===== src/mtb_pkg.sv =====
// ----------------------------------------------------------------------------
// Timer bank package
// Shared types, opcodes and flag layout for the timer bank cells.
// ----------------------------------------------------------------------------
package mtb_pkg;

  typedef enum logic [3:0] {
    OP_TICK    = 4'd0,
    OP_START   = 4'd1,
    OP_PAUSE   = 4'd2,
    OP_CANCEL  = 4'd3,
    OP_SETDUR  = 4'd4,
    OP_ADD     = 4'd5,
    OP_EN_EV   = 4'd6,
    OP_DIS_EV  = 4'd7,
    OP_QUERY   = 4'd8
  } opcode_t;

  localparam logic [1:0] EV_DONE   = 2'd0;
  localparam logic [1:0] EV_PAUSED = 2'd1;
  localparam logic [1:0] EV_CANCEL = 2'd2;
  localparam logic [1:0] EV_QUERY  = 2'd3;

  // status flag bit positions
  localparam int FL_RUN   = 0;
  localparam int FL_PAUSE = 1;
  localparam int FL_DONE  = 2;
  localparam int FL_CANC  = 3;
  localparam int FL_PREP  = 4;
  localparam int FL_CREP  = 5;

  typedef struct packed {
    logic [31:0] total;
    logic [31:0] seg;
    logic [31:0] elapsed;
    logic [5:0]  flags;
    logic [2:0]  en;
  } slot_t;

  typedef enum logic [1:0] {
    ST_IDLE,
    ST_SCAN,
    ST_EMIT,
    ST_FLUSH
  } state_t;

  function automatic logic [31:0] sat32(input logic signed [33:0] x);
    if (x > 34'sd2147483647)       return 32'h7fff_ffff;
    else if (x < -34'sd2147483648) return 32'h8000_0000;
    else                           return x[31:0];
  endfunction

endpackage


===== src/mtb_cell.sv =====
// ----------------------------------------------------------------------------
// Timer bank cell
// One timer slot; hands its contents to the next cell on each rotation.
// ----------------------------------------------------------------------------
module mtb_cell import mtb_pkg::*; (
  input  logic  clk,
  input  logic  rst_n,
  input  logic  shift,
  input  slot_t d_in,
  output slot_t q
);
  slot_t q_r;
  always_ff @(posedge clk) begin
    if (!rst_n) begin
      q_r <= '0;
    end else if (shift) begin
      q_r <= d_in;
    end
  end
  assign q = q_r;
endmodule


===== src/multi_timer_bank_with_pause_core.sv =====
// ----------------------------------------------------------------------------
// Timer bank core
// Bank of millisecond countdown timers with pause, cancel and events.
// ----------------------------------------------------------------------------
// Usage: requests arrive on in_valid/in_ready with opcode, timer_index,
// value and event_select. Results leave on out_valid/out_ready, each with
// event_kind, slot, remaining_ms and last; last marks the final result of a
// request. cfg_we/cfg_wdata write the active count; the user must write it
// only while idle, as the block does not enforce this. Slots live in a ring
// of cells. Every request rotates the ring once, one cell per cycle while no
// slot is held at the head: the slot at the head is updated by a single shared
// update unit and shifted back in at the tail. A slot that yields results stays
// at the head until all of its results are pushed; each result passes through
// a hold register, so its last bit is known, then the output register.
// A tick yields at most 16 results.
// A stalled receiver holds the result in the output register; once the hold
// register is also full, the ring stops at the next slot with results and the
// bank simply waits.
// Tick results come in slot order, paused before canceled before done.
// Reset clears every slot, the active count and all control state.
// ----------------------------------------------------------------------------
module multi_timer_bank_with_pause_core import mtb_pkg::*; #(
  parameter int TIMER_SLOTS = 8
) (
  input  logic        clk,
  input  logic        rst_n,
  input  logic        in_valid,
  output logic        in_ready,
  input  logic [3:0]  in_opcode,
  input  logic [2:0]  in_timer_index,
  input  logic signed [31:0] in_value,
  input  logic [1:0]  in_event_select,
  output logic        out_valid,
  input  logic        out_ready,
  output logic [1:0]  out_event_kind,
  output logic [2:0]  out_slot,
  output logic signed [31:0] out_remaining_ms,
  output logic        out_last,
  input  logic        cfg_we,
  input  logic [3:0]  cfg_wdata
);
  localparam int CW = (TIMER_SLOTS > 1) ? $clog2(TIMER_SLOTS) : 1;
  localparam int RW = $clog2(TIMER_SLOTS + 1);

  slot_t cell_q [TIMER_SLOTS];
  slot_t head_upd;
  slot_t upd_r;
  slot_t tail_d;
  logic  shift;

  // ring: cell 0 is the head, new contents enter at the tail
  for (genvar i = 0; i < TIMER_SLOTS; i++) begin : g_ring
    slot_t din;
    if (i == TIMER_SLOTS - 1) begin : g_tail
      assign din = tail_d;
    end else begin : g_mid
      assign din = cell_q[i+1];
    end
    mtb_cell u_cell (.clk(clk), .rst_n(rst_n), .shift(shift), .d_in(din), .q(cell_q[i]));
  end

  state_t state_r, state_nxt;
  logic [3:0]  act_r;
  logic [RW-1:0] pos_r;
  logic [3:0]  op_r;
  logic [2:0]  idx_r;
  logic [31:0] val_r;
  logic [1:0]  sel_r;
  logic [4:0]  nres_r;            // results emitted so far this request
  // pending results of the head slot
  logic [3:0]  pend_r;            // bit0 paused, bit1 canceled, bit2 done, bit3 query
  logic [31:0] qrem_r;
  // hold register: the newest result, kept until its last bit is known
  logic        hold_v_r;
  logic [1:0]  hold_k_r;
  logic [2:0]  hold_s_r;
  logic [31:0] hold_rem_r;
  // output register
  logic        ov_r;
  logic [1:0]  ok_r;
  logic [2:0]  os_r;
  logic [31:0] orem_r;
  logic        ol_r;

  // ---------------------------------------------------------------- update unit
  slot_t h;
  logic [CW-1:0] hpos;
  logic [3:0]    ev;
  logic [31:0]   rem_c;
  logic signed [33:0] diff;
  logic [7:0]    scan_lim;

  assign h    = cell_q[0];
  assign hpos = pos_r[CW-1:0];
  // the scan covers at most TIMER_SLOTS slots
  assign scan_lim = ({4'd0, act_r} > 8'(TIMER_SLOTS)) ? 8'(TIMER_SLOTS) : {4'd0, act_r};

  always_comb begin
    logic [5:0] f;
    logic in_scan;
    logic signed [33:0] spent;
    logic [31:0] el;
    head_upd = h;
    ev       = '0;
    rem_c    = '0;
    diff     = '0;
    spent    = '0;
    f        = h.flags;
    in_scan  = 1'b0;
    el       = h.elapsed;
    if (op_r == OP_TICK) begin
      // advance every running slot, saturating
      if (h.flags[FL_RUN] && h.elapsed != 32'hffff_ffff) el = h.elapsed + 32'd1;
      head_upd.elapsed = el;
      // stop before a slot that could push this tick past sixteen results
      in_scan = ({{(8-RW){1'b0}}, pos_r} < scan_lim) && (nres_r + 5'd2 <= 5'd16);
      if (in_scan) begin
        if (f[FL_PAUSE] && !f[FL_PREP] && h.en[1]) begin
          ev[0] = 1'b1; f[FL_PREP] = 1'b1;
        end
        if (f[FL_CANC]) begin
          f[FL_RUN] = 1'b0; f[FL_DONE] = 1'b1;
          if (!f[FL_CREP] && h.en[2]) begin
            ev[1] = 1'b1; f[FL_CREP] = 1'b1;
          end
        end
        if (!f[FL_DONE] && !f[FL_CANC]) begin
          if (f[FL_RUN]) diff = {{2{h.seg[31]}}, h.seg} - {2'b00, el};
          else           diff = {{2{h.seg[31]}}, h.seg};
          if (diff <= 0) begin
            f[FL_RUN] = 1'b0; f[FL_DONE] = 1'b1;
            ev[2] = h.en[0];
          end
        end
        head_upd.flags = f;
      end
    end else if ({{(8-CW){1'b0}}, hpos} == {5'd0, idx_r} &&
                 {5'd0, idx_r} < 8'(TIMER_SLOTS)) begin
      case (op_r)
        OP_START: begin
          if (!f[FL_PAUSE]) head_upd.seg = h.total;
          head_upd.elapsed = '0;
          f = '0;
          f[FL_RUN] = 1'b1;
          head_upd.flags = f;
        end
        OP_PAUSE: begin
          if (!f[FL_PAUSE]) begin
            if (f[FL_RUN]) head_upd.seg =
              sat32({{2{h.seg[31]}}, h.seg} - {2'b00, h.elapsed});
            head_upd.elapsed = '0;
            f[FL_PAUSE] = 1'b1; f[FL_RUN] = 1'b0;
            head_upd.flags = f;
          end
        end
        OP_CANCEL: begin
          f[FL_CANC] = 1'b1;
          head_upd.flags = f;
        end
        OP_SETDUR: begin
          head_upd.total = val_r;
          if (f[FL_RUN] && h.total != h.seg) begin
            spent = {{2{h.total[31]}}, h.total} - {{2{h.seg[31]}}, h.seg};
            head_upd.seg = sat32({{2{val_r[31]}}, val_r} - spent);
          end else begin
            head_upd.seg = val_r;
          end
        end
        OP_ADD: head_upd.seg = sat32({{2{h.seg[31]}}, h.seg} + {{2{val_r[31]}}, val_r});
        OP_EN_EV: if (sel_r != 2'd3) head_upd.en = h.en | (3'd1 << sel_r);
        OP_DIS_EV: if (sel_r != 2'd3) head_upd.en = h.en & ~(3'd1 << sel_r);
        OP_QUERY: begin
          ev[3] = 1'b1;
          if (f[FL_RUN]) begin
            diff = {{2{h.seg[31]}}, h.seg} - {2'b00, h.elapsed};
            rem_c = (diff < 0) ? 32'd0 : sat32(diff);
          end else if (f[FL_DONE]) rem_c = '0;
          else rem_c = h.seg;
        end
        default: ;
      endcase
    end
  end

  // ---------------------------------------------------------------- control
  logic [3:0] pick;    // lowest pending result
  logic [3:0] pend_left;
  logic [1:0] pk;
  logic       out_free;
  logic       emit_take;
  logic       push;
  logic       slot_end;
  logic       last_pos;
  logic       accept;
  logic       to_out;

  assign pick      = pend_r & (~pend_r + 4'd1);
  assign pend_left = pend_r & ~pick;
  assign last_pos  = (pos_r == RW'(TIMER_SLOTS - 1));
  assign out_free  = !ov_r || out_ready;
  assign emit_take = !hold_v_r || out_free;

  always_comb begin
    case (pick)
      4'b0001: pk = EV_PAUSED;
      4'b0010: pk = EV_CANCEL;
      4'b0100: pk = EV_DONE;
      default: pk = EV_QUERY;
    endcase
  end

  always_comb begin
    state_nxt = state_r;
    case (state_r)
      ST_IDLE: if (in_valid) state_nxt = ST_SCAN;
      ST_SCAN: begin
        if (|ev)           state_nxt = ST_EMIT;
        else if (last_pos) state_nxt = ST_FLUSH;
      end
      ST_EMIT: if (slot_end) state_nxt = last_pos ? ST_FLUSH : ST_SCAN;
      ST_FLUSH: if (!hold_v_r || out_free) state_nxt = ST_IDLE;
      default: state_nxt = ST_IDLE;
    endcase
  end

  // hold the head until its results have gone, then rotate
  always_comb begin
    in_ready = (state_r == ST_IDLE);
    accept   = in_valid && in_ready;
    push     = (state_r == ST_EMIT) && emit_take;
    slot_end = push && (pend_left == 4'd0);
    shift    = ((state_r == ST_SCAN) && !(|ev)) || slot_end;
    tail_d   = (state_r == ST_EMIT) ? upd_r : head_upd;
    // the held result leaves when a newer one arrives or the request ends
    to_out   = hold_v_r && (push || ((state_r == ST_FLUSH) && out_free));
  end

  always_ff @(posedge clk) begin
    if (!rst_n) begin
      state_r  <= ST_IDLE;
      act_r    <= '0;
      pos_r    <= '0;
      nres_r   <= '0;
      pend_r   <= '0;
      ov_r     <= 1'b0;
      hold_v_r <= 1'b0;
    end else begin
      state_r <= state_nxt;
      if (cfg_we) act_r <= cfg_wdata;
      if (accept)     pos_r <= '0;
      else if (shift) pos_r <= pos_r + RW'(1);
      if (accept)    nres_r <= '0;
      else if (push) nres_r <= nres_r + 5'd1;
      if (state_r == ST_SCAN && |ev) pend_r <= ev;
      else if (push)                 pend_r <= pend_left;
      if (to_out)         ov_r <= 1'b1;
      else if (out_ready) ov_r <= 1'b0;
      if (push)        hold_v_r <= 1'b1;
      else if (to_out) hold_v_r <= 1'b0;
    end
  end

  always_ff @(posedge clk) begin
    if (accept) begin
      op_r <= in_opcode; idx_r <= in_timer_index; val_r <= in_value; sel_r <= in_event_select;
    end
    // freeze the updated head while its results drain
    if (state_r == ST_SCAN && |ev) begin
      upd_r  <= head_upd;
      qrem_r <= rem_c;
    end
    if (to_out) begin
      ok_r <= hold_k_r; os_r <= hold_s_r; orem_r <= hold_rem_r; ol_r <= (state_r == ST_FLUSH);
    end
    if (push) begin
      hold_k_r <= pk; hold_s_r <= 3'(hpos);
      hold_rem_r <= (pk == EV_QUERY) ? qrem_r : 32'd0;
    end
  end

  assign out_valid        = ov_r;
  assign out_event_kind   = ok_r;
  assign out_slot         = os_r;
  assign out_remaining_ms = orem_r;
  assign out_last         = ol_r;

  property p_ring_still_when_stalled;
    @(posedge clk) disable iff (!rst_n)
      (ov_r && !out_ready && hold_v_r && state_r == ST_EMIT) |-> !shift;
  endproperty
  assert property (p_ring_still_when_stalled) else $error("ring moved while output stalled");

  property p_no_accept_busy;
    @(posedge clk) disable iff (!rst_n) (state_r != ST_IDLE) |-> !in_ready;
  endproperty
  assert property (p_no_accept_busy) else $error("request accepted while busy");

  property p_cap;
    @(posedge clk) disable iff (!rst_n) nres_r <= 5'd16;
  endproperty
  assert property (p_cap) else $error("result count exceeded cap");

  property p_out_held;
    @(posedge clk) disable iff (!rst_n)
      (ov_r && !out_ready) |=> (ov_r && $stable(orem_r) && $stable(ol_r));
  endproperty
  assert property (p_out_held) else $error("result changed while stalled");

  property p_idle_hold_empty;
    @(posedge clk) disable iff (!rst_n) (state_r == ST_IDLE) |-> !hold_v_r;
  endproperty
  assert property (p_idle_hold_empty) else $error("hold register full while idle");
endmodule

===== config.mk =====
export PLATFORM = sky130hd
export DESIGN_NAME = multi_timer_bank_with_pause_core
export DESIGN_NICKNAME = d
export VERILOG_FILES = /design/src/mtb_pkg.sv /design/src/mtb_cell.sv /design/src/multi_timer_bank_with_pause_core.sv
export SDC_FILE = /design/constraint.sdc
export NUM_CORES = 2
export LEC_CHECK = 0
export BUFFER_PORTS_ARGS = -buffer_cell sky130_fd_sc_hd__buf_2
export CORE_MARGIN = 2
export CORE_UTILIZATION = 55
export DETAILED_ROUTE_END_ITERATION = 7
export PLACE_DENSITY = 0.82
export SYNTH_ARGS = -nofsm -noshare
export SYNTH_HDL_FRONTEND = slang
export SYNTH_SLANG_ARGS = --single-unit

===== constraint.sdc =====
create_clock -name clk -period 12.9 [get_ports clk]
set_clock_uncertainty 0.2 [all_clocks]
set_input_delay 1.29 -clock clk [delete_from_list [all_inputs] [get_ports clk]]
set_output_delay 1.29 -clock clk [all_outputs]
set_load 0.02 [all_outputs]

* Yosys cells after proc, flatten, opt, wreduce, memory -nomap -nowiden *
Index checks and enable logic that the tools add are counted.

operators by class
  add/sub/neg operators = 10
  $lt $le $gt $ge = 11
  equality and inequality tests = 24
  shifts and indexed selects = 1
  muxes and demuxes = 70
  bitwise gates (word level) = 10
  reduce and logical (&&, ||, !) cells = 35

operators with widths
  cell                     count
  $mux W32                 15
  $mux W105                2
  $mux W34                 4
  $pmux W32 S4             1
  $sub A32 B33 Y34         3
  $mux W70                 1
  $gt A34 B32 Y1 const B   2
  $lt A34 B32 Y1 const B   2
  $mux W64                 1
  $pmux W32 S2             1
  $mux W38                 1
  $le A34 B1 Y1 const B    1
  $lt A34 B1 Y1 const B    1
  $add A32 B32 Y33         1
  $gt A33 B32 Y1 const B   1
  $lt A33 B32 Y1 const B   1
  $sub A32 B32 Y33         1
  $add A32 B1 Y32 const B  1
  $ne A32 B32 Y1           1
  $ne A32 B32 Y1 const B   1
  $mux W1                  25
  $eq A4 B3 Y1 const B     6
  $pmux W6 S3              1
  $mux W3                  5
  37 further kinds         82

word-level totals
  register bits after elaboration = 1114
  bits of input ports = 50
  output and inout bits = 40
  logic and storage cells = 225

* Longest topological paths before layout *
  word-level depth = 20
  mapped depth = 27
  depth with buffers taken out = 22

* Hierarchy *
A second synthesis with hierarchy kept.

second synthesis, totals
  cell total of the unflattened synthesis = 5647
  area, all modules = 56563.0 um2

by module, submodules not included
  module                            times used  cells an instance  area an instance (um2)  seq. area each (um2)
  mtb_cell                          8           338                4012.6                  2102.0
  multi_timer_bank_with_pause_core  1           2943               24462.2                 8017.7

* Worst setup path after synthesis *
No wires, ideal clock.

  path type = reg2reg
  from = register g_ring[0].u_cell.q_r (netlist bit g_ring[0].u_cell.q[28])
  to = register qrem_r[0], enable pin
  setup time = 489 ps
  arrival = 7888 ps
  data required time = 12211 ps
  path slack = 4322 ps
  cell stages (with the launch flop) = 22
  path buffers = 1
  clock period less this slack = 8578 ps
  cell sequence = dfxtp_1 > nand4_1 > nor4_1 > nand4_1 > o31ai_1 > nor2_1 > nand4_1 > nor3_1 > xnor2_1 > ha_1 > buf_2 > a2111o_1 > o2111ai_1 > a31oi_1 > a21oi_1 > mux2_2 > a211oi_1 > a21oi_1 > nand4bb_1 > a2111oi_0 > o21ai_1 > inv_1

on the way
  word-level cells in the longest chain between the ends = 16
  elaborated cells between the ends (all ways) = 17
  classes of those cells = add/sub (2); order compare (1); eq/ne (1); mux (10); reduce/logical (3)

ends and longest elaborated chain
  element                                                  line                                     source
  start: declaration                                       mtb_cell.sv:12                           slot_t q_r;
  start signal: assignment                                 mtb_cell.sv:17                           q_r <= d_in;
  branches (longest 2 deep; another with $add A32 B1 Y32)  -
  $mux W32 *                                               multi_timer_bank_with_pause_core.sv:113  if (h.flags[FL_RUN] && h.elapsed != 32'hffff_ffff) el = h.elapsed + 32'd1;
  $mux W32 *                                               multi_timer_bank_with_pause_core.sv:111  if (op_r == OP_TICK) begin
  $sub A32 B33 Y34 *                                       multi_timer_bank_with_pause_core.sv:128  if (f[FL_RUN]) diff = {{2{h.seg[31]}}, h.seg} - {2'b00, el};
  $mux W34 *                                               multi_timer_bank_with_pause_core.sv:128
  $mux W34 *                                               multi_timer_bank_with_pause_core.sv:127  if (!f[FL_DONE] && !f[FL_CANC]) begin
  $mux W34 *                                               multi_timer_bank_with_pause_core.sv:117  if (in_scan) begin
  $mux W34 *                                               multi_timer_bank_with_pause_core.sv:111
  $le A34 B1 Y1 *                                          multi_timer_bank_with_pause_core.sv:130  if (diff <= 0) begin
  $mux W1 *                                                multi_timer_bank_with_pause_core.sv:130
  $mux W1 *                                                multi_timer_bank_with_pause_core.sv:127
  $mux W3 *                                                multi_timer_bank_with_pause_core.sv:117
  $mux W3 *                                                multi_timer_bank_with_pause_core.sv:111
  $reduce_or A4 Y1 *                                       multi_timer_bank_with_pause_core.sv:268  if (state_r == ST_SCAN && |ev) begin
  $logic_and A1 B1 Y1 *                                    multi_timer_bank_with_pause_core.sv:268
  end signal: assignment                                   multi_timer_bank_with_pause_core.sv:270  qrem_r <= rem_c;
  end: declaration                                         multi_timer_bank_with_pause_core.sv:72   logic [31:0] qrem_r;

Every way passes the cells marked *. The select of a mux whose other input is x is not followed.
A chain may end at the register's enable or synchronous reset.

* Final worst setup path *
  from = register g_ring[0].u_cell.q_r (netlist bit g_ring[0].u_cell.q[28])
  to = register g_ring[7].u_cell.q_r (netlist bit g_ring[7].u_cell.q[56])

on the way
  word-level cells in the longest chain between the ends = 18
  elaborated cells between the ends (all ways) = 30
  classes of those cells = add/sub (3); order compare (3); eq/ne (1); mux (18); reduce/logical (5)

ends and longest elaborated chain
  element                                                    line
  branches (longest 18 deep; another with $sub A32 B33 Y34)  -
  end signal: assignment                                     mtb_cell.sv:17
  end: declaration                                           mtb_cell.sv:12

Several ways; the timed one is not identified. The select of a mux whose other input is x is not followed.

==> run summary <==
Synthesis Warnings = 0
standard-cell rows = 113
layout cells sized above 1 = 6.479%
Switching Power = 0.001766 W
filler instances = 8,253
worst hold endpoint = out_remaining_ms[12]$_DFFE_PP_
ANT nets after route = 0
CORE AREA = 95,290 sq um
post-route cell area = 57,120 sq um
worst skew pair latency = 0.72 ns
critical path arrival = 9.35 ns
Reg power frac = 49.8%
clk slew on worst S/H paths = 0.06 ns
Post-CTS Hold Fix Bufs = 0
Mapped Area = 53,010 sq um
Tot Pwr = 0.007250 W
initial cell density of the core = 55.62%
Netlist cell types = 93
area delta synth->final = 7.768%
Net Sw Frac = 24.36%
number of global-route vias before repair = 41,580
EDFF count, synth = 253
type of the most critical hold path = flip-flop to flip-flop
syn nets = 6,624
register bit count reported by yosys = 1,114
CP Max Fanout = 254
Combinational Power Share = 6.8%
clock share of power = 43.3%
CTS resizes = 0
GR Overflow Total = 0
Worst setup SP type = flip-flop
H-tree levels = 3
IO buf count = 89
Slew Viols, Final = 0
1st-pass router iterations = 7
Slew Limit Headroom = 14.34%
wire length per cell = 20.53 um
async set-reset flop share out of synthesis = 0%
DRC Markers = 0
reg-to-reg endpoint = g_ring[7].u_cell.q[56]$_SDFFE_PN0P_
TritonCTS clock tree = built
met3 usage = 6.509%
area of the multi-input gates = 25,240 sq um
min-delay src = hold_rem_r[12]$_SDFFCE_PP0P_
sequential cell area = 24,840 sq um
most frequent cells in the layout = nand2_1 (1,756), a21oi_1 (1,062), dfxtp_1 (860)
met2 Usage GRT = 49.84%
WP data required = 13.31 ns
RSZ-0062 raised after global routing = false
Syn Area/Cell = 8.283 sq um
CTS buffer count = 105
fin nets = 6,481
Final Cycle Share = 69.31%
# clock sinks = 1,114
Synth Flop Type = dfxtp_1
post-route core utilization = 59.94%
Area after DPL = 53,550 sq um
antenna violations before repair = 0
vias = 45,140
final hold slack = 0.2193 ns
number of DRC markers in iteration 0 = 4,770
Tmin final = 8.941 ns
GR Layer Usage met1 = 39.45%
Ant. Diodes = 0
routability cong. = 1.002
crit path kind = flip-flop to flip-flop
Post-Syn Instances = 6,399
Ports = 90
Power per Cell Area = 126.9 nW/um^2
register area share after synthesis = 46.85%
number of post-CTS setup repair buffers = 0
R2R Setup Slk = 3.96 ns
GRT Resource Usage Total = 30.77%
DP HPWL = 104,900 um
status = finished, final reports clean
WHS Path Cells = 0
Fin. Hold Viols = 0
P_leak = 19.99 nW
die width = 314.4 um
Die H = 314.4 um
max_cap viols = 0
fmax = 111.8 MHz
FF-to-FF path depth = 23
Fin Setup TNS = 0 ns
pin slew with the least headroom to its limit = 1.275 ns
first-pass GRT wire length = 238,700 um
worst vdd ir = 0.1262 mV
largest net degree at the start of global routing = 255
GRT busiest layer = met2
Internal Power = 0.005483 W
CTS root buffer = clkbuf_16
routed vias/inst = 5.932
die area = 98,870 sq um
commonest non-fill, non-tap cell in the layout = nand2_1
Clock Tree Buf Depth = 3
final WL = 156,200 um
Crit Reg-Reg Startpoint = g_ring[0].u_cell.q[28]$_SDFFE_PN0P_
final setup fails = 0
Worst Setup End Kind = flip-flop
## stage by stage
step / setup WS (ns) / std cells
6_report: 3.959 / 7609
5_1_grt: 3.115 / 7609
4_1_cts: 3.318 / 7608
3_5_place_dp: 3.394 / 7413
3_3_place_gp: 3.591 / 7413
2_1_floorplan: 4.322 / 6399
## Yosys cell counts (all sizes together), types with 16 or more instances
master | n | area [sq um]
a21o | 79 | 600.6
or2 | 16 | 100.1
nor3 | 46 | 235.2
or3 | 46 | 287.8
and3 | 36 | 225.2
a31oi | 34 | 212.7
nand2b | 25 | 156.4
nor2 | 294 | 1104
and2 | 55 | 344.1
clkbuf | 275 | 1032
o22ai | 16 | 100.1
o211ai | 55 | 412.9
nor2b | 21 | 131.4
a21oi | 1064 | 5329
mux2i | 39 | 390.4
a211oi | 38 | 302.8
edfxtp | 253 | 7597
o21ai | 236 | 1181
buf | 145 | 1217
nand4 | 63 | 394.1
nand2 | 1758 | 6599
o21a | 26 | 195.2
ha | 140 | 1752
nor4 | 24 | 156.4
fa | 35 | 700.7
nand3 | 87 | 435.4
dfxtp | 861 | 17240
xor2 | 68 | 595.6
inv | 198 | 743.2
xnor2 | 102 | 893.4
## layer usage
layer,up-vias,share of wire (%)
met3,422,8.0
li1,21650,-
met5,-,0
met4,0,5.1
met1,21360,41
met2,1713,46
## cells by family (layout without fill, tap and decap cells)
group | Yosys count | count (layout) | synth area share, %
compound gates | 1747 | 1747 | 19.05
xor+xnor | 170 | 170 | 2.809
fa+ha+maj | 176 | 176 | 4.645
buf+inv | 620 | 565 | 5.660
flops | 1114 | 1114 | 46.85
mux | 54 | 54 | 1.055
simple gates | 2518 | 2518 | 19.93
## how the worst max path moves through the flow
stage / startpoint / endpoint / slack, ns / cells past startpoint
global route: g_ring[0].u_cell.q[28]$_SDFFE_PN0P_ / g_ring[7].u_cell.q[56]$_SDFFE_PN0P_ / 3.12 / 21
CTS: g_ring[0].u_cell.q[28]$_SDFFE_PN0P_ / upd_r[95]$_DFFE_PP_ / 3.32 / 21
floorplan: g_ring[0].u_cell.q[28]$_SDFFE_PN0P_ / qrem_r[0]$_SDFFCE_PN0P_ / 4.32 / 21
detailed placement: g_ring[0].u_cell.q[28]$_SDFFE_PN0P_ / upd_r[95]$_DFFE_PP_ / 3.39 / 21
global placement: g_ring[0].u_cell.q[28]$_SDFFE_PN0P_ / upd_r[95]$_DFFE_PP_ / 3.59 / 21
finish: g_ring[0].u_cell.q[28]$_SDFFE_PN0P_ / g_ring[7].u_cell.q[56]$_SDFFE_PN0P_ / 3.96 / 23
## worst max-delay path, cell delays in order, from the launching register on
cell and delay (ns):
dfxtp_1 0.45, nand4_1 0.24, nor4_1 0.51, nand4_1 0.30, o31ai_1 0.82, nor2_1 0.26
nand4_1 0.25, nor3_1 0.09, xnor2_1 0.15, ha_1 0.43, o21a_1 0.18, o2111ai_1 0.11
a31oi_1 0.60, a21boi_1 0.26, o21ai_0 0.30, xor2_1 0.16, nor3_1 0.08, a31oi_1 0.32
a211oi_4 0.13, a21oi_4 0.76, buf_12 0.60, buf_4 0.79, o21ai_0 0.22, a21oi_1 0.18
## layout make-up
type,instances,area share [%]
flip-flops and latches,1114,43.48
multi-input cells,4665,44.18
inverters,200,1.336
clock inverters,47,0.7644
well taps,1265,2.771
clock buffers,148,5.476
repair buffers,170,1.998
## sequential cells by signal, indices dropped and copies added (netlist names)
register / count
g_ring.u_cell.q: 840
upd_r: 105
hold_rem_r: 32
out_remaining_ms: 32
qrem_r: 32
val_r: 32
nres_r: 5
act_r: 4
op_r: 4
pend_r: 4
pos_r: 4
hold_s_r: 3
idx_r: 3
out_slot: 3
hold_k_r: 2
out_event_kind: 2
sel_r: 2
state_r: 2
hold_v_r: 1
out_last: 1
out_valid: 1
## power groups by stage
stage / clock network (W) / logic, W / registers [W]
floorplan: 0 / 0.000406 / 0.00367
global placement: 0 / 0.000482 / 0.00369
detailed placement: 0 / 0.000483 / 0.00369
CTS: 0.00318 / 0.000486 / 0.00361
global route: 0.00332 / 0.000540 / 0.00361
finish: 0.00314 / 0.000496 / 0.00361
(Power assumes the default switching activity.)
